File: src/rtl/hpnv_pkg.sv
// Shared types and constants for the host/port name validator.
// Holds character codes, parse modes, limits and the classified-byte record.
// No dependencies.
package hpnv_pkg;

	// parse modes
	localparam logic [1:0] MODE_HOST_PORT = 2'd0;
	localparam logic [1:0] MODE_DOMAIN    = 2'd1;
	localparam logic [1:0] MODE_DOMAIN_LC = 2'd2;

	// characters with a role of their own
	localparam logic [7:0] CH_LBRACKET = 8'h5B;
	localparam logic [7:0] CH_RBRACKET = 8'h5D;
	localparam logic [7:0] CH_COLON    = 8'h3A;
	localparam logic [7:0] CH_DOT      = 8'h2E;
	localparam logic [7:0] CH_DASH     = 8'h2D;

	// syntax limits
	localparam int MAX_LABEL        = 63;
	localparam int MAX_NAME         = 255;
	localparam int MAX_LITERAL      = 39;
	localparam int MAX_GROUP_DIGITS = 4;
	localparam int MAX_PORT_DIGITS  = 5;

	// queue depths
	localparam int HPNV_QUEUE_DEPTH  = 4;
	localparam int HPNV_RESULT_DEPTH = 2;

	// one byte after classification, as it travels from front to back
	typedef struct packed {
		logic [1:0] mode;
		logic       last;
		logic       empty;
		logic       is_lbracket;
		logic       is_rbracket;
		logic       is_colon;
		logic       is_dot;
		logic       is_dash;
		logic       is_digit;
		logic       is_hex_letter;
		logic       is_lower;
		logic       is_upper;
	} hpnv_item_t;

endpackage

File: src/rtl/hpnv_fifo.sv
// Small first-in first-out queue of WIDTH-bit entries.
// Used between front and back and for the verdicts; no package needed.
module hpnv_fifo #(
	parameter int DEPTH = 2,
	parameter int WIDTH = 1
) (
	input  logic             clk,
	input  logic             arst_n,
	input  logic             wr_en,
	input  logic [WIDTH-1:0] wr_data,
	output logic             full,
	input  logic             rd_en,
	output logic [WIDTH-1:0] rd_data,
	output logic             empty
);

	localparam int AW = (DEPTH > 1) ? $clog2(DEPTH) : 1;
	localparam int CW = $clog2(DEPTH + 1);

	logic [WIDTH-1:0] mem_q [DEPTH];
	logic [AW-1:0]    wr_ptr_q;
	logic [AW-1:0]    rd_ptr_q;
	logic [CW-1:0]    count_q;
	logic             wr_ok;
	logic             rd_ok;

	assign full    = (count_q == CW'(DEPTH));
	assign empty   = (count_q == '0);
	assign wr_ok   = wr_en & ~full;
	assign rd_ok   = rd_en & ~empty;
	assign rd_data = mem_q[rd_ptr_q];

	always_ff @(posedge clk) begin
		if (wr_ok) begin
			mem_q[wr_ptr_q] <= wr_data;
		end
	end

	always_ff @(posedge clk or negedge arst_n) begin
		if (!arst_n) begin
			wr_ptr_q <= '0;
			rd_ptr_q <= '0;
			count_q  <= '0;
		end else begin
			if (wr_ok) begin
				wr_ptr_q <= (wr_ptr_q == AW'(DEPTH - 1)) ? '0 : wr_ptr_q + 1'b1;
			end
			if (rd_ok) begin
				rd_ptr_q <= (rd_ptr_q == AW'(DEPTH - 1)) ? '0 : rd_ptr_q + 1'b1;
			end
			case ({wr_ok, rd_ok})
				2'b10:   count_q <= count_q + 1'b1;
				2'b01:   count_q <= count_q - 1'b1;
				default: count_q <= count_q;
			endcase
		end
	end

endmodule

File: src/rtl/hpnv_front.sv
// Front end: holds the mode register, accepts bytes and classifies them.
// Depends on hpnv_pkg for character codes and the item record.
module hpnv_front
	import hpnv_pkg::*;
(
	input  logic       clk,
	input  logic       arst_n,
	input  logic       cfg_valid,
	output logic       cfg_ready,
	input  logic [1:0] cfg_data,
	input  logic       push,
	input  logic       queue_full,
	input  logic [7:0] char_byte,
	input  logic       last_char,
	input  logic       empty_string,
	output logic       item_wr,
	output hpnv_item_t item
);

	logic [1:0] parse_mode_q;

	assign cfg_ready = 1'b1;

	always_ff @(posedge clk or negedge arst_n) begin
		if (!arst_n) begin
			parse_mode_q <= MODE_HOST_PORT;
		end else if (cfg_valid) begin
			parse_mode_q <= cfg_data;
		end
	end

	assign item_wr = push & ~queue_full;

	always_comb begin
		item.mode          = parse_mode_q;
		item.last          = last_char;
		item.empty         = empty_string;
		item.is_lbracket   = (char_byte == CH_LBRACKET);
		item.is_rbracket   = (char_byte == CH_RBRACKET);
		item.is_colon      = (char_byte == CH_COLON);
		item.is_dot        = (char_byte == CH_DOT);
		item.is_dash       = (char_byte == CH_DASH);
		item.is_digit      = (char_byte >= 8'h30) && (char_byte <= 8'h39);
		item.is_hex_letter = ((char_byte >= 8'h61) && (char_byte <= 8'h66)) ||
		                     ((char_byte >= 8'h41) && (char_byte <= 8'h46));
		item.is_lower      = (char_byte >= 8'h61) && (char_byte <= 8'h7A);
		item.is_upper      = (char_byte >= 8'h41) && (char_byte <= 8'h5A);
	end

endmodule

File: src/rtl/hpnv_back.sv
// Back end: running syntax state per string and the verdict on the last byte.
// Depends on hpnv_pkg for modes, limits and the item record.
module hpnv_back
	import hpnv_pkg::*;
(
	input  logic       clk,
	input  logic       arst_n,
	input  logic       item_avail,
	input  hpnv_item_t item,
	output logic       item_take,
	input  logic       res_full,
	output logic       res_wr,
	output logic       res_bit
);

	localparam logic [1:0] PH_START   = 2'd0;
	localparam logic [1:0] PH_BODY    = 2'd1;
	localparam logic [1:0] PH_BRACKET = 2'd2;
	localparam logic [1:0] PH_AFTER   = 2'd3;

	logic [1:0] phase_q, n_phase;
	logic [1:0] colons_q, n_colons;
	logic [8:0] name_len_q, n_name_len;
	logic [6:0] label_len_q, n_label_len;
	logic       label_dash_q, n_label_dash;
	logic       name_err_q, n_name_err;
	logic [5:0] lit_len_q, n_lit_len;
	logic [2:0] group_len_q, n_group_len;
	logic       lit_err_q, n_lit_err;
	logic [2:0] port_len_q, n_port_len;
	logic       port_err_q, n_port_err;
	logic       port_colon_q, n_port_colon;

	logic do_domain, do_literal, do_port, do_colon, lower_only;
	logic alnum, is_hex, domain_ok, literal_ok, port_ok, verdict, ends;

	assign ends      = item.last | item.empty;
	assign item_take = item_avail & (~ends | ~res_full);
	assign res_wr    = item_take & ends;
	assign res_bit   = ~item.empty & verdict;

	// decide which sub-checks see this byte; port state is updated here too
	always_comb begin
		do_domain    = 1'b0;
		do_literal   = 1'b0;
		do_port      = 1'b0;
		do_colon     = 1'b0;
		lower_only   = 1'b0;
		n_phase      = phase_q;
		n_port_colon = port_colon_q;
		n_port_err   = port_err_q;
		if (item.mode != MODE_HOST_PORT) begin
			do_domain  = 1'b1;
			lower_only = item.mode[1];
			n_phase    = PH_BODY;
		end else begin
			unique case (phase_q)
				PH_START, PH_BODY: begin
					if (phase_q == PH_START && item.is_lbracket) begin
						n_phase = PH_BRACKET;
					end else begin
						n_phase    = PH_BODY;
						do_literal = 1'b1;
						if (item.is_colon) begin
							do_colon = 1'b1;
						end else if (colons_q == 2'd0) begin
							do_domain = 1'b1;
						end else if (colons_q == 2'd1) begin
							do_port = 1'b1;
						end
					end
				end
				PH_BRACKET: begin
					if (item.is_rbracket) begin
						n_phase = PH_AFTER;
					end else begin
						do_colon   = item.is_colon;
						do_domain  = 1'b1;
						do_literal = 1'b1;
					end
				end
				default: begin
					if (!port_colon_q) begin
						if (item.is_colon) begin
							n_port_colon = 1'b1;
						end else begin
							n_port_err = 1'b1;
						end
					end else begin
						do_port = 1'b1;
					end
				end
			endcase
		end

		n_port_len = port_len_q;
		if (do_port) begin
			if (item.is_digit) begin
				if (port_len_q != '1) begin
					n_port_len = port_len_q + 1'b1;
				end
			end else begin
				n_port_err = 1'b1;
			end
		end
	end

	// sub-check state updates
	always_comb begin
		alnum  = item.is_digit | item.is_lower | (~lower_only & item.is_upper);
		is_hex = item.is_digit | item.is_hex_letter;

		n_colons = colons_q;
		if (do_colon && colons_q != '1) begin
			n_colons = colons_q + 1'b1;
		end

		n_name_len   = name_len_q;
		n_label_len  = label_len_q;
		n_label_dash = label_dash_q;
		n_name_err   = name_err_q;
		if (do_domain) begin
			if (name_len_q != '1) begin
				n_name_len = name_len_q + 1'b1;
			end
			if (item.is_dot) begin
				if (label_len_q == '0 || label_len_q > 7'(MAX_LABEL) || label_dash_q) begin
					n_name_err = 1'b1;
				end
				n_label_len  = '0;
				n_label_dash = 1'b0;
			end else begin
				if (item.is_dash) begin
					if (label_len_q == '0) begin
						n_name_err = 1'b1;
					end
					n_label_dash = 1'b1;
				end else if (alnum) begin
					n_label_dash = 1'b0;
				end else begin
					n_name_err = 1'b1;
				end
				if (label_len_q != '1) begin
					n_label_len = label_len_q + 1'b1;
				end
			end
		end

		n_lit_len   = lit_len_q;
		n_group_len = group_len_q;
		n_lit_err   = lit_err_q;
		if (do_literal) begin
			if (lit_len_q != '1) begin
				n_lit_len = lit_len_q + 1'b1;
			end
			if (item.is_colon) begin
				n_group_len = '0;
			end else if (is_hex) begin
				if (group_len_q != '1) begin
					n_group_len = group_len_q + 1'b1;
				end
				if (n_group_len > 3'(MAX_GROUP_DIGITS)) begin
					n_lit_err = 1'b1;
				end
			end else begin
				n_lit_err = 1'b1;
			end
		end
	end

	// verdict on the updated state
	always_comb begin
		domain_ok  = ~n_name_err && n_label_len != '0 && n_label_len <= 7'(MAX_LABEL) &&
		             ~n_label_dash && n_name_len <= 9'(MAX_NAME);
		literal_ok = ~n_lit_err && n_lit_len != '0 && n_lit_len <= 6'(MAX_LITERAL);
		port_ok    = ~n_port_err && n_port_len != '0 && n_port_len <= 3'(MAX_PORT_DIGITS);
		verdict    = 1'b0;
		if (item.mode != MODE_HOST_PORT) begin
			verdict = domain_ok;
		end else if (n_phase == PH_BODY) begin
			if (n_colons[1]) begin
				verdict = literal_ok;
			end else if (n_colons[0]) begin
				verdict = domain_ok & port_ok;
			end else begin
				verdict = domain_ok;
			end
		end else if (n_phase == PH_AFTER) begin
			if (n_port_err || (n_port_colon && !port_ok)) begin
				verdict = 1'b0;
			end else begin
				verdict = (n_colons != '0) ? literal_ok : domain_ok;
			end
		end
	end

	always_ff @(posedge clk or negedge arst_n) begin
		if (!arst_n) begin
			phase_q      <= PH_START;
			colons_q     <= '0;
			name_len_q   <= '0;
			label_len_q  <= '0;
			label_dash_q <= 1'b0;
			name_err_q   <= 1'b0;
			lit_len_q    <= '0;
			group_len_q  <= '0;
			lit_err_q    <= 1'b0;
			port_len_q   <= '0;
			port_err_q   <= 1'b0;
			port_colon_q <= 1'b0;
		end else if (item_take) begin
			if (ends) begin
				phase_q      <= PH_START;
				colons_q     <= '0;
				name_len_q   <= '0;
				label_len_q  <= '0;
				label_dash_q <= 1'b0;
				name_err_q   <= 1'b0;
				lit_len_q    <= '0;
				group_len_q  <= '0;
				lit_err_q    <= 1'b0;
				port_len_q   <= '0;
				port_err_q   <= 1'b0;
				port_colon_q <= 1'b0;
			end else begin
				phase_q      <= n_phase;
				colons_q     <= n_colons;
				name_len_q   <= n_name_len;
				label_len_q  <= n_label_len;
				label_dash_q <= n_label_dash;
				name_err_q   <= n_name_err;
				lit_len_q    <= n_lit_len;
				group_len_q  <= n_group_len;
				lit_err_q    <= n_lit_err;
				port_len_q   <= n_port_len;
				port_err_q   <= n_port_err;
				port_colon_q <= n_port_colon;
			end
		end
	end

endmodule

File: src/rtl/host_port_name_validator_unit.sv
// Top level of the host/port and domain-name syntax checker.
// Depends on hpnv_pkg, hpnv_front, hpnv_fifo and hpnv_back.
//
// Usage:
//   Bytes of a string enter as requests on the push/full side, one per
//   cycle while full is low, with last_char on the final byte. An item with
//   empty_string set stands for a whole empty string and always yields 0.
//   Verdicts leave on the empty/pop side: valid_res is 1 when the string
//   passes the check selected by the mode register.
//   The mode register is written via cfg_valid/cfg_data, cfg_ready always
//   high; write it only between strings, which the block does not check.
// Timing:
//   One byte per cycle sustained while full is low. A verdict is visible
//   (empty low) once its classified last byte has left the front/back queue
//   and the back end has taken it; the back end updates its running state
//   and writes the verdict queue in the same cycle.
// Reset: clears the mode to host-with-port, empties both queues and
//   returns the parse state to the start of a string.
// Stall: when pop stays low the verdict queue fills, the back end holds
//   bytes that end a string, the byte queue fills and full goes high.
module host_port_name_validator_unit
	import hpnv_pkg::*;
#(
	parameter int QUEUE_DEPTH  = HPNV_QUEUE_DEPTH,
	parameter int RESULT_DEPTH = HPNV_RESULT_DEPTH
) (
	input  logic       clk,
	input  logic       arst_n,
	input  logic       cfg_valid,
	output logic       cfg_ready,
	input  logic [1:0] cfg_data,
	input  logic       push,
	output logic       full,
	input  logic [7:0] char_byte,
	input  logic       last_char,
	input  logic       empty_string,
	output logic       empty,
	input  logic       pop,
	output logic       valid_res
);

	hpnv_item_t front_item;
	hpnv_item_t back_item;
	logic       item_wr;
	logic       item_take;
	logic       queue_empty;
	logic       res_wr;
	logic       res_bit;
	logic       res_full;

	hpnv_front u_front (
		.clk          (clk),
		.arst_n       (arst_n),
		.cfg_valid    (cfg_valid),
		.cfg_ready    (cfg_ready),
		.cfg_data     (cfg_data),
		.push         (push),
		.queue_full   (full),
		.char_byte    (char_byte),
		.last_char    (last_char),
		.empty_string (empty_string),
		.item_wr      (item_wr),
		.item         (front_item)
	);

	hpnv_fifo #(
		.DEPTH (QUEUE_DEPTH),
		.WIDTH ($bits(hpnv_item_t))
	) u_item_queue (
		.clk     (clk),
		.arst_n  (arst_n),
		.wr_en   (item_wr),
		.wr_data (front_item),
		.full    (full),
		.rd_en   (item_take),
		.rd_data (back_item),
		.empty   (queue_empty)
	);

	hpnv_back u_back (
		.clk        (clk),
		.arst_n     (arst_n),
		.item_avail (~queue_empty),
		.item       (back_item),
		.item_take  (item_take),
		.res_full   (res_full),
		.res_wr     (res_wr),
		.res_bit    (res_bit)
	);

	hpnv_fifo #(
		.DEPTH (RESULT_DEPTH),
		.WIDTH (1)
	) u_result_queue (
		.clk     (clk),
		.arst_n  (arst_n),
		.wr_en   (res_wr),
		.wr_data (res_bit),
		.full    (res_full),
		.rd_en   (pop),
		.rd_data (valid_res),
		.empty   (empty)
	);

endmodule
File: config.mk
export PLATFORM = sky130hd
export DESIGN_NAME = host_port_name_validator_unit
export DESIGN_NICKNAME = d
export VERILOG_FILES = /design/src/rtl/hpnv_pkg.sv /design/src/rtl/hpnv_fifo.sv /design/src/rtl/hpnv_front.sv /design/src/rtl/hpnv_back.sv /design/src/rtl/host_port_name_validator_unit.sv
export SDC_FILE = /design/constraint.sdc
export NUM_CORES = 1
export LEC_CHECK = 0
export ABC_AREA = 1
export BUFFER_PORTS_ARGS = -buffer_cell sky130_fd_sc_hd__buf_2
export CORE_MARGIN = 2
export CORE_UTILIZATION = 62
export CTS_CLUSTER_SIZE = 8
export DETAILED_ROUTE_END_ITERATION = 16
export GPL_TIMING_DRIVEN = 0
export PLACE_DENSITY = 0.89
export RECOVER_POWER = 100
export SETUP_SLACK_MARGIN = 0.3
export SLEW_MARGIN = 20
export SYNTH_ARGS = -nofsm -noshare
export SYNTH_HDL_FRONTEND = slang
export SYNTH_SLANG_ARGS = --single-unit
File: constraint.sdc
create_clock -name clk -period 3.5 [get_ports clk]
set_input_delay 0.175 -clock clk [delete_from_list [all_inputs] [get_ports clk]]
set_output_delay 0.175 -clock clk [all_outputs]
set_load 0.02 [all_outputs]
# Word level (Yosys, flattened, before mapping)
# Memory sizes are Yosys's and may differ from the RTL's.
# Cells that the tools add are included.
# Widths: inputs -> output; s select.
op_classes:
  add_sub_neg: 14
  n_lt_le_gt_ge: 14
  n_eq_ne: 24
  muxes: 96
  n_bitwise: 26
  reduce_logical: 38
ops:
  columns: ["cell", "count"]
  rows:
  - ["$mux 1", 59]
  - ["$mux 3", 12]
  - ["$le 8x7->1 const B", 4]
  - ["$mux 7", 4]
  - ["$mux 9", 3]
  - ["$eq 8x6->1 const B", 3]
  - ["$mux 6", 3]
  - ["$eq 8x7->1 const B", 2]
  - ["$ge 8x7->1 const B", 2]
  - ["$logic_and 1x1->1", 16]
  - ["$mux 2", 8]
  - ["$eq 2x2->1 const B", 7]
  - ["$not 1->1", 11]
  - ["$and 1x1->1", 10]
  - ["$eq 2x1->1 const B", 5]
  - ["$reduce_bool 2->1", 5]
  - ["$add 3x1->3 const B", 3]
  - ["$add 9x1->9 const B", 1]
  - ["$le 9x8->1 const B", 1]
  - ["$ne 9x9->1 const B", 1]
  - ["$add 2x1->2 const B", 4]
  - ["$ge 8x6->1 const B", 1]
  - ["$le 8x6->1 const B", 1]
  - ["$pmux 1 s2", 4]
  - ["other kinds (29)", 42]
totals:
  register_bits: 50
  ram_bits: 54
  inputBits: 17
  out_inout_bits: 4
  n_memories: 2
mem_list:
  columns: ["memory", "depth", "width", "read_ports", "rd_clocked_by_memory_dff", "write_ports", "line", "rtl"]
  rows:
  - ["u_item_queue.mem_q", 4, 13, 1, 0, 1, "hpnv_fifo.sv:20", "logic [WIDTH-1:0] mem_q [DEPTH];"]
  - ["u_result_queue.mem_q", 2, 1, 1, 0, 1, "hpnv_fifo.sv:20", null]

# Longest topological paths before layout
# Gate-level depths: netlist (run 1).
# An unclocked memory read counts as a cell.
logic_depth:
  ltp_word: 21
  ltp_mapped: 18

# Cells and area by module
# From an unflattened synthesis (run 1), not the netlist that was laid out.
hier_totals:
  hier_cells: 750
  hier_area_um2: 6190.9
by_module_without_submodules:
  columns: ["mod", "n_inst", "cells_per_inst", "area_per_inst_um2", "seq_area_each_um2"]
  rows:
  - ["hpnv_back", 1, 409, 2772.7, 925.9]
  - ["hpnv_fifo (u_item_queue)", 1, 212, 2631.3, 1736.7]
  - ["hpnv_front", 1, 90, 470.5, 50.0]
  - ["hpnv_fifo (u_result_queue)", 1, 38, 312.8, 160.2]
  - ["host_port_name_validator_unit", 1, 1, 3.8, 0.0]

# Worst setup path after synthesis (run 1)
# OpenSTA, ideal clock, no wires.
synth_timing:
  kind: "register to register"
  from: "register u_item_queue.rd_ptr_q[1]"
  to: "register u_item_queue.count_q[2]"
  t_arrival_ns: 2.507
  required_ns: 3.369
  slack_ns: 0.862
  stages_incl_launch_ff: 16
  period_less_slack_ns: 2.638
  cell_sequence: "dfrtp_1 buf_4 inv_2 buf_6 nor2_1 o21ai_1 nand3_2 a31oi_4 buf_2 buf_2 ha_1 inv_1 fa_1 a21oi_1 o21ai_0 xor2_1"
synth_between:
  elab_chain_cells: 8
  word_cells_on_any_way: 10
synth_rtl:
  columns: ["item", "line", "rtl"]
  rows:
  - ["start: declaration", "hpnv_fifo.sv:22", "logic [AW-1:0] rd_ptr_q;"]
  - ["start signal: assignment", "hpnv_fifo.sv:49", "rd_ptr_q <= (rd_ptr_q == AW'(DEPTH - 1)) ? '0 : rd_ptr_q + 1'b1;"]
  - ["$mem_v2 4x13 (*)", null, null]
  - ["$or 1x1->1 (*)", "hpnv_back.sv:37", "assign ends = item.last | item.empty;"]
  - ["$not 1->1 (*)", "hpnv_back.sv:38", "assign item_take = item_avail & (~ends | ~res_full);"]
  - ["$or 1x1->1 (*)", "hpnv_back.sv:38", null]
  - ["$and 1x1->1 (*)", "hpnv_back.sv:38", null]
  - ["named net item_take", "host_port_name_validator_unit.sv:45", "logic item_take;"]
  - ["$and 1x1->1 (*)", "hpnv_fifo.sv:30", "assign rd_ok = rd_en & ~empty;"]
  - ["$eq 2x1->1 or $eq 2x2->1 (tied branches)", "hpnv_fifo.sv:51", "case ({wr_ok, rd_ok})"]
  - ["$pmux 3 s2 or $reduce_bool 2->1 (tied branches)", null, null]
  - ["end signal: assignment", "hpnv_fifo.sv:52", "2'b10: count_q <= count_q + 1'b1;"]
  - ["end signal: assignment", "hpnv_fifo.sv:53", "2'b01: count_q <= count_q - 1'b1;"]
  - ["end signal: assignment", "hpnv_fifo.sv:54", "default: count_q <= count_q;"]
  - ["end: declaration", "hpnv_fifo.sv:23", "logic [CW-1:0] count_q;"]
# The timed path passes the listed nets; every way through them passes the cells marked *.
# A chain may end at the register's enable or synchronous reset.

# Worst setup path after layout (run 1)
layout_timing:
  from: "register u_item_queue.rd_ptr_q[0]"
  to: "register u_item_queue.count_q[2]"
# The elaborated chain is that of the path after synthesis.

==> flow_summary.yaml, run 1 <==
timing:
  final_min_period_over_clock_period_pct: 89.0
  skew_ns: 0.0190
  max-slew-margin-rel_pct: 16.3
  unrepaired_setup_endpoints_after_global_routing: "no"
  final-max-slew-violation-count: 0
  final_period_minus_worst_setup_slack_ns: 3.11
  setup_viol: 0
  timing_hold_violations_final: 0
  worst-slew-pin-transition_ns: 1.25
  fmax_mhz: 321
  finalSetupTns_ns: 0
synthesis:
  synth_sequential_area_ratio_pct: 50.6
  mappedNetlistArea_sq_um: 5680
  yosys_most_used_dff: "edfxtp_1"
  synth_async_sr_flop_share_pct: 48.1
  post_synth_main_area_contributors: "edfxtp_1 29%, dfrtp_1 22%, nand2_1 11%, inv_1 5.2%, nor2_1 4.6%"
  post-synth-top-area-cell: "edfxtp_1"
  syn_avg_cell_area_sq_um: 8.63
  synth_register_bits: 104
  syn-num-nets: 692
  postSynthCellCount: 658
  synth_enable_flop_cells: 54
  yosys_warning_total: 0
  library_cells_used_by_synthesis: 46
  synth_top_area_share_pct: 28.6
finish:
  antenna_cells: 0
  flow.area_growth_from_synthesis_pct: 7.78
  finish.net_count: 726
  post-route-util_pct: 69.5
  mostFrequentLayoutCell: "nand2_1"
  mostFrequentLayoutCells: "163 x nand2_1, 78 x inv_1, 71 x nor2_1"
  drive_above_1_share_pct: 9.18
pwr:
  power.ir.vdd_worst_mv: 0.598
  power.density_nw_per_um2: 911
  power.static_leakage_nw: 2.78
routing:
  vias_per_cell: 5.85
  ant_nets: 0
  detail_route.first_pass.iterations: 5
  number_of_remaining_drc_errors: 0
  routedWlPerCell_um: 14.9
  total_via_count_in_the_routed_design: 4712
  finalWirelength_mm: 12.0
  violation_count_after_the_first_detailed_routing_iteration: 299
clock_tree:
  clock_sink_count: 104
  clk_pin_slew_worst_paths_ns: 0.11
  clk_latency_ns: 0.37
  clockBufferDepth: 2
  clock-root-buffer: "clkbuf_8"
  cts_inserted_buffers: 9
  tritoncts_clock_tree: "built"
  htree_num_levels: 3
run_status:
  outcome: "finished, final reports clean"
place:
  detailedPlacementHpwl_mm: 8.51
  io_buffers: 19
  gp_routability_congestion: 0.915
worst_setup_path:
  setup.worst_path.end_class: "flop"
  timing_worst_setup_path_type: "reg -> reg"
  critical_path.startpoint_type: "flop"
  cp.required_ns: 3.77
  cp_data_arrival_time_ns: 3.38
  crit_fanout: 10
global_route:
  grt_antenna_before_repair: 0
  globalRoute.totalOverflow: 0
  grt_max_degree: 51
  grt_pass1_vias: 4687
  grtUsageTotal_pct: 25.8
  first_pass_grt_wire_length_mm: 20.5
floorplanning:
  coreArea_sq_um: 8810
  num_io_pins: 21
  num_rows: 34
  die_y_um: 99.7
  dieArea_sq_um: 9940
  initial_utilization_pct: 64.5
  die_width_um: 99.7
run:
  maxCapViolCount: 0
min_path:
  hold_class: "in -> reg"
==> worst max-delay path, cell delays in order (launching register included) <==
cell      delay (ns)
dfrtp_1         0.43
clkbuf_1        0.25
a21oi_1         0.24
o21ai_0         0.15
nand2_1         0.17
nand3_4         0.14
a31oi_4         0.22
buf_4           0.20
buf_6           0.18
ha_1            0.16
inv_1           0.07
fa_1            0.38
a21oi_1         0.15
o21ai_0         0.11
xor2_1          0.15
==> flip-flops by register name, summed over array words and instances (netlist names) <==
| name | cells |
|---|---|
| u_back.colons_q | 2 |
| u_back.group_len_q | 3 |
| u_back.label_dash_q | 1 |
| u_back.label_len_q | 7 |
| u_back.lit_err_q | 1 |
| u_back.lit_len_q | 6 |
| u_back.name_err_q | 1 |
| u_back.name_len_q | 9 |
| u_back.phase_q | 2 |
| u_back.port_colon_q | 1 |
| u_back.port_err_q | 1 |
| u_back.port_len_q | 3 |
| u_front.parse_mode_q | 2 |
| u_item_queue.count_q | 3 |
| u_item_queue.mem_q | 52 |
| u_item_queue.rd_ptr_q | 2 |
| u_item_queue.wr_ptr_q | 2 |
| u_result_queue.count_q | 2 |
| u_result_queue.mem_q | 2 |
| u_result_queue.rd_ptr_q | 1 |
| u_result_queue.wr_ptr_q | 1 |
==> cells in the mapped netlist (3+ instances only) <==
master    number
buf_4          5
a31oi_1        3
a211oi_1       3
o21ai_0       40
xor2_1        12
nor3_1         7
nand3_2        3
buf_6          3
ha_1          16
nand4_1        9
nand2_2        6
o21ai_2        4
o21ai_1       12
o22ai_1       14
nand3_1       42
inv_1         78
xnor2_1        3
nor2_1        70
dfrtp_1       50
inv_2          4
buf_2          6
o31ai_1        3
nand2_1      160
edfxtp_1      54
nor4_1         3
a21oi_1       24
==> layer usage <==
metal  global-route usage [%]  up-vias  share of wire, %
met5                        0        -                 0
met4                     12.0        0               2.8
met3                     4.43       31               5.5
met2                     45.3      177                52
met1                     30.9     2251                40
li1                         -     2253                 -
==> final cells by class <==
| type | instances | area [sq um] |
|---|---|---|
| plain buffers | 15 | 109 |
| clock buffers | 11 | 153 |
| clock inverters | 5 | 45.0 |
| fillers | 653 | 2690 |
| inverters | 83 | 312 |
| multi-input cells | 456 | 2380 |
| flip-flops and latches | 104 | 2870 |
| well taps | 108 | 135 |
| repair buffers | 23 | 113 |
==> repair_timing <==
action,in CTS,in global routing
hold buffers,1,0
endpoints found under the setup margin,1,1
buffers inserted,0,3
hold endpoints to repair,50,0
resized for setup,2,2
pin swaps,0,2
==> logic make-up (layout without fill, tap and decap cells) <==
kind of cell,Yosys count,after routing,share of synthesized area [%]
DFF,104,104,50.6
adders and majority gates,17,17,3.88
buffers and inverters,98,137,7.34
xor gates and xnor gates,15,15,2.31
and+or+nand+nor,309,309,23.7
muxes,2,2,0.397
AOI/OAI and AO/OA,112,112,11.7
other,1,1,0.0661
==> where the power goes <==
group          switching, mW  total, mW  internal (mW)
combinational           2.05       3.04          0.986
clock                  0.424      0.738          0.314
sequential             0.184       1.80           1.61
==> metrics by stage <==
step	hold WS (ns)	setup slack [ns]	total power, mW	cells	area (sq um)
3_5_place_dp	0.240	0.269	4.76	785	5920
6_report	0.0288	0.387	5.57	805	6120
3_3_place_gp	0.385	0.404	4.61	785	5910
2_1_floorplan	-0.121	0.862	4.02	658	5680
4_1_cts	0.00297	0.328	5.53	802	6130
5_1_grt	0.0290	0.196	6.01	805	6120
==> worst paths after layout <==
check / cells past startpoint / slack, ns / endpoint / startpoint
worst min-delay path: 2 / 0.03 / u_front.parse_mode_q[1] / cfg_data[1]
worst min register to register: 1 / 0.48 / u_item_queue.count_q[0] / u_item_queue.count_q[0]
max in group asynchronous: 2 / 2.14 / u_back.name_len_q[2] / arst_n
worst max-delay path: 14 / 0.39 / u_item_queue.count_q[2] / u_item_queue.rd_ptr_q[0]
min in group asynchronous: 2 / 0.61 / u_back.group_len_q[1] / arst_n
worst max register to register: 14 / 0.39 / u_item_queue.count_q[2] / u_item_queue.rd_ptr_q[0]
Power figures use the tool's default switching activity.
==> run 2: changes to the inputs <==
--- a/config.mk
+++ b/config.mk
@@ -6,7 +6,9 @@
 export NUM_CORES = 1
 export LEC_CHECK = 0
 export ABC_AREA = 1
+export ABC_CLOCK_PERIOD_IN_PS = 3500
 export BUFFER_PORTS_ARGS = -buffer_cell sky130_fd_sc_hd__buf_2
+export CORE_ASPECT_RATIO = 1.1
 export CORE_MARGIN = 2
 export CORE_UTILIZATION = 62
 export CTS_CLUSTER_SIZE = 8
==> flow_summary.yaml, run 2 (same netlist as run 1, synthesis figures left out) <==
run_status:
  outcome: "finished, final reports clean"
pwr:
  power.net_switching_mw: 2.71
  combinationalPowerShare_pct: 54.0
  power.switching_fraction_pct: 47.8
  power.share.sequential_pct: 31.9
  power_report.internal_total_mw: 2.95
  power.ir.vdd_worst_mv: 0.427
  power.density_nw_per_um2: 922
  power.static_leakage_nw: 2.80
  power.clock.fraction_pct: 14.1
worst_setup_path:
  cp_data_arrival_time_ns: 3.34
  timing_worst_setup_path_type: "reg -> reg"
  setup.worst_path.end_class: "flop"
  cp.required_ns: 3.70
  r2r_end: "u_result_queue.mem_q[0]"
  critPathLaunch: "u_item_queue.rd_ptr_q[0]"
  r2r-start: "u_item_queue.rd_ptr_q[0]"
  reg2reg_setup_slack_ns: 0.36
  ff2ff_path_depth: 17
  crit_fanout: 10
  critical_path.startpoint_type: "flop"
finish:
  max_flop_register: "u_item_queue.mem_q"
  largest_register_ff_count: 52
  drive_above_1_share_pct: 9.48
  finish.net_count: 725
  flow.area_growth_from_synthesis_pct: 8.16
  mostFrequentLayoutCell: "nand2_1"
  largestRegisters: "u_item_queue.mem_q x52, u_back.name_len_q x9, u_back.label_len_q x7"
  register_cell_area_after_layout_sq_um: 2870
  antenna_cells: 0
  fill_cells: 678
  multi_input_comb_area_sq_um: 2380
  finish.instance_area_sq_um: 6140
  mostFrequentLayoutCells: "162 x nand2_1, 78 x inv_1, 71 x nor2_1"
global_route:
  grt_pass1_vias: 4781
  first_pass_grt_wire_length_mm: 21.1
  globalRoute.totalOverflow: 0
  grtUsageTotal_pct: 27.0
  grt_antenna_before_repair: 0
  grt_max_degree: 51
place:
  post_dp_cell_area_sq_um: 5930
  detailedPlacementHpwl_mm: 8.79
  io_buffers: 19
  gp_routability_congestion: 0.952
min_path:
  hold_class: "in -> reg"
  hold_path_depth: 2
  min-delay-start: "cfg_data[1]"
  worstHoldEndpoint: "u_front.parse_mode_q[1]"
timing:
  max-slew-margin-rel_pct: 8.74
  setup_viol: 0
  unrepaired_setup_endpoints_after_global_routing: "no"
  final_period_minus_worst_setup_slack_ns: 3.14
  final-max-slew-violation-count: 0
  hold_slack_ns: 0.0310
  timing_hold_violations_final: 0
  final_min_period_over_clock_period_pct: 89.6
  fmax_mhz: 319
  finalSetupTns_ns: 0
  worst-slew-pin-transition_ns: 1.36
  skew_ns: 0.0178
floorplanning:
  die_width_um: 95.2
  die_y_um: 104
  initial_utilization_pct: 64.0
  num_io_pins: 21
  coreArea_sq_um: 8870
  num_rows: 36
  dieArea_sq_um: 9940
routing:
  ant_nets: 0
  vias_per_cell: 5.91
  finalWirelength_mm: 12.7
  total_via_count_in_the_routed_design: 4787
  violation_count_after_the_first_detailed_routing_iteration: 472
  detail_route.first_pass.iterations: 5
  routedWlPerCell_um: 15.7
  number_of_remaining_drc_errors: 0
clock_tree:
  htree_num_levels: 3
  clockBufferDepth: 2
  clock_sink_count: 104
  tritoncts_clock_tree: "built"
  clk_pin_slew_worst_paths_ns: 0.11
  cts_inserted_buffers: 9
  clk_latency_ns: 0.38
  clock-root-buffer: "clkbuf_8"
run:
  maxCapViolCount: 0
[run 2: cell types whose count changed in the layout (fill, tap and decap cells not counted), sizes merged]
cell	delta
buf	-1
clkinvlp	-1
clkinv	+1
[run 2: through the flow]
step           worst slack [ns]  total power, mW  util, %  instances
2_1_floorplan             0.862             4.02        -        658
3_3_place_gp              0.389             4.62     66.7        791
3_5_place_dp              0.270             4.78     66.8        791
4_1_cts                   0.334             5.60     69.3        808
5_1_grt                   0.170             6.11     69.2        810
6_report                  0.362             5.66     69.2        810
[run 2: per-layer routing]
layer | vias up | share of wire (%) | track usage (%) | wire length [um]
met4 | 0 | 3.6 | 14.2 | 455
li1 | 2249 | - | - | -
met2 | 212 | 52 | 46.8 | 6590
met5 | - | 0 | 0 | 0
met3 | 50 | 6.2 | 4.42 | 781
met1 | 2276 | 38 | 31.5 | 4860
[run 2: what timing repair did]
item	4_1_cts	5_1_grt
buffers inserted	0	2
hold buffers	1	0
gates resized for setup	1	4
pin swaps	0	1
endpoints found under the setup margin	1	1
endpoints found under the hold margin	50	0
[run 2: cell type report]
cell class | instances | share of cell area (%)
repair buffers | 22 | 1.77
multi-input cells | 456 | 38.7
plain buffers | 15 | 1.81
inverters | 83 | 5.07
well taps | 114 | 2.32
clock buffers | 11 | 2.83
flip-flops and latches | 104 | 46.8
clock inverters | 5 | 0.652
[run 2: worst max-delay path by stage]
stage,end,cells after the start,slack [ns]
6_report,u_result_queue.mem_q[0],17,0.36
2_1_floorplan,u_item_queue.count_q[2],15,0.86
5_1_grt,u_result_queue.mem_q[1],17,0.17
3_5_place_dp,u_item_queue.count_q[2],14,0.27
3_3_place_gp,u_item_queue.count_q[2],14,0.39
4_1_cts,u_item_queue.count_q[2],14,0.33
[run 2: worst max-delay path: stages (launching register included)]
cell and delay (ns):
dfrtp_1 0.44, inv_2 0.15, buf_6 0.18, buf_4 0.18, nor2_1 0.05, o21ai_0 0.75
nor2_1 0.16, nand2_1 0.16, nand2_1 0.07, nand2_1 0.06, nor2_1 0.05, nor2_1 0.13
nand3_1 0.11, nor2_1 0.11, nand2_1 0.07, nand2_1 0.05, nand2_1 0.05, nor2_1 0.19
[run 2: power by group through the flow]
stage                     clock (mW)  combinational [mW]  sequential (mW)
after global placement             0                2.81             1.80
after CTS                      0.791                3.01             1.80
after detailed placement           0                2.96             1.82
final                          0.800                3.06             1.80
after floorplan                    0                2.25             1.77
after global routing           0.842                3.43             1.84
==> run 3: changes to the inputs <==
--- a/config.mk
+++ b/config.mk
@@ -10,14 +10,16 @@
 export BUFFER_PORTS_ARGS = -buffer_cell sky130_fd_sc_hd__buf_2
 export CORE_ASPECT_RATIO = 1.1
 export CORE_MARGIN = 2
-export CORE_UTILIZATION = 62
+export CORE_UTILIZATION = 63
 export CTS_CLUSTER_SIZE = 8
 export DETAILED_ROUTE_END_ITERATION = 16
 export GPL_TIMING_DRIVEN = 0
-export PLACE_DENSITY = 0.89
+export PLACE_DENSITY = 0.9
 export RECOVER_POWER = 100
+export REMOVE_ABC_BUFFERS = 1
 export SETUP_SLACK_MARGIN = 0.3
 export SLEW_MARGIN = 20
 export SYNTH_ARGS = -nofsm -noshare
 export SYNTH_HDL_FRONTEND = slang
+export SYNTH_HIERARCHICAL = 1
 export SYNTH_SLANG_ARGS = --single-unit
==> flow_summary.yaml, run 3 <==
run_status:
  outcome: "finished, final reports clean"
pwr:
  power.static_leakage_nw: 3.10
  power.ir.vdd_worst_mv: 0.468
  power.density_nw_per_um2: 878
  design_power_mw: 5.74
worst_setup_path:
  crit_path_frequent_cell: "nand2_1"
  crit_fanout: 40
  setup.worst_path.end_class: "flop"
  timing_worst_setup_path_type: "reg -> reg"
  cp_cell_sequence: "buf_12 -> nand2_1 -> o211ai_1 -> nand2_1 -> nor2_1 -> o21ai_4 -> nor2_1 -> o21ai_0 -> ha_1 -> inv_1 -> nand3_1 -> nand2_1 -> nand2_1"
  slowest_delay_ns: 0.58
  slowest_stage: "dfrtp_2"
  cp.required_ns: 3.80
  critical_path.startpoint_type: "flop"
  cp_data_arrival_time_ns: 3.48
finish:
  finish.net_count: 805
  flow.area_growth_from_synthesis_pct: 5.60
  mostFrequentLayoutCell: "nand2_1"
  largestRegisters: "u_item_queue/mem_q x52, u_back/name_len_q x9, u_back/label_len_q x7"
  finish.instance_area_sq_um: 6540
  largest_register_ff_count: 52
  drive_above_1_share_pct: 11.6
  max_flop_register: "u_item_queue/mem_q"
  mostFrequentLayoutCells: "219 x nand2_1, 112 x inv_1, 59 x nor2_1"
  antenna_cells: 0
synthesis:
  synth.most_common_cell: "nand2_1"
  postSynthCellCount: 750
  yosys_most_used_dff: "edfxtp_1"
  synth_top_area_share_pct: 26.2
  synth.top_cells.by_count: "215 x nand2_1, 111 x inv_1, 58 x nor2_1"
  library_cells_used_by_synthesis: 51
  synth_async_sr_flop_share_pct: 48.1
  post-synth-top-area-cell: "edfxtp_1"
  synth_register_bits: 104
  yosys_warning_total: 6
  post_synth_main_area_contributors: "edfxtp_1 26%, dfrtp_1 20%, nand2_1 13%, inv_1 6.7%, nor2_1 3.5%"
  synth_enable_flop_cells: 54
  synth_sequential_area_ratio_pct: 46.4
  syn_avg_cell_area_sq_um: 8.25
  mappedNetlistArea_sq_um: 6190
routing:
  total_via_count_in_the_routed_design: 5116
  vias_per_cell: 5.73
  detail_route.first_pass.iterations: 5
  ant_nets: 0
  finalWirelength_mm: 12.9
  routedWlPerCell_um: 14.5
  number_of_remaining_drc_errors: 0
  violation_count_after_the_first_detailed_routing_iteration: 403
place:
  detailedPlacementHpwl_mm: 8.85
  gp_routability_congestion: 0.893
  post_dp_cell_area_sq_um: 6300
  io_buffers: 19
  placement.setup.worst_slack_ns: -0.560
global_route:
  first_pass_grt_wire_length_mm: 21.3
  grt_antenna_before_repair: 0
  groute.layer.met2.usage_pct: 44.1
  grt_max_degree: 51
  grt_pass1_vias: 4905
  grt_use_met1_pct: 29.8
  grtUsageTotal_pct: 24.9
  grt-busiest-layer: "met2"
  grt_use_met3_pct: 2.78
  globalRoute.totalOverflow: 0
timing:
  skew_ns: 0.0224
  final_period_minus_worst_setup_slack_ns: 3.18
  worst-slew-pin-transition_ns: 1.30
  setup_slack_ns: 0.319
  hold_slack_ns: 0.0268
  fmax_mhz: 314
  timing_hold_violations_final: 0
  unrepaired_setup_endpoints_after_global_routing: "yes"
  setup_viol: 0
  max-slew-margin-rel_pct: 12.9
  final_min_period_over_clock_period_pct: 90.9
  final-max-slew-violation-count: 0
floorplanning:
  num_io_pins: 21
  die_width_um: 98.5
  die_y_um: 108
  num_rows: 37
  initial_utilization_pct: 65.6
  coreArea_sq_um: 9440
  dieArea_sq_um: 10600
clock_tree:
  clk_latency_ns: 0.39
  clock-root-buffer: "clkbuf_8"
  clk_pin_slew_worst_paths_ns: 0.12
  clock_sink_count: 104
  htree_num_levels: 3
  tritoncts_clock_tree: "built"
  cts_inserted_buffers: 9
  clockBufferDepth: 2
run:
  maxCapViolCount: 0
min_path:
  hold_class: "in -> reg"
==> run 3: final timing paths <==
path                       cells after the start  slack (ns)                   endpoint                      from
max in group asynchronous                      2        2.66   u_item_queue/rd_ptr_q[1]                    arst_n
max reg2reg                                   13        0.32  u_result_queue/count_q[1]  u_item_queue/rd_ptr_q[0]
min                                            2        0.03    u_front/parse_mode_q[1]               cfg_data[1]
min in group asynchronous                      2        0.35      u_back/label_len_q[0]                    arst_n
max                                           13        0.32  u_result_queue/count_q[1]  u_item_queue/rd_ptr_q[0]
min reg2reg                                    1        0.49    u_item_queue/count_q[0]   u_item_queue/count_q[0]
==> run 3: report_power, final <==
group | total (mW) | internal, mW | leakage (nW) | switching [mW]
combinational | 3.13 | 1.02 | 1.82 | 2.11
clock | 0.760 | 0.289 | 0.100 | 0.471
sequential | 1.85 | 1.61 | 1.18 | 0.237
total | 5.74 | 2.92 | 3.10 | 2.82
==> run 3: metal layers <==
layer | part of all wire, % | vias up
met5 | 0 | -
met3 | 5.1 | 31
met2 | 52 | 174
met1 | 41 | 2420
met4 | 2.0 | 0
li1 | - | 2491
==> run 3: kinds of logic after synthesis <==
family                   share of synthesized area [%]
XOR/XNOR                                         0.849
multiplexers                                     0.364
AND/OR/NAND/NOR                                   26.0
AO/OA/AOI/OAI                                     12.2
adder cells (fa/ha/maj)                           3.56
flip-flops                                        46.4
buffers and inverters                             10.5
other                                           0.0606
==> run 3: stage by stage <==
step                setup TNS [ns]  std cells  util, %
detailed placement           -2.80        867     66.7
finish                           0        893     69.2
global route                     0        893     69.2
floorplan                   -0.171        730        -
CTS                              0        888     69.5
global placement            -13.66        866     66.4
==> run 3: final cells by class <==
class / count / area [sq um]
clock buffers: 9 / 124
repair buffers: 29 / 185
multi-input cells: 497 / 2630
inverters: 129 / 485
fillers: 736 / 2910
repair inverters: 1 / 5.00
well taps: 117 / 146
flip-flops and latches: 104 / 2880
clock inverters: 7 / 80.1
==> run 3: worst max-delay path: cells and delay by family (launching register included) <==
family,cells,cell delay [ns]
AO/OA/AOI/OAI,3,0.53
flip-flops,1,0.58
AND/OR/NAND/NOR,7,1.21
adder cells (fa/ha/maj),1,0.39
buffers and inverters,2,0.35
==> run 3: what timing repair did <==
item,4_1_cts,5_1_grt
gates cloned,1,0
endpoints found under the hold margin,58,0
pin swaps,0,1
endpoints found under the setup margin,32,10
hold buffers,3,0
setup buffers,1,5
resized for setup,5,4
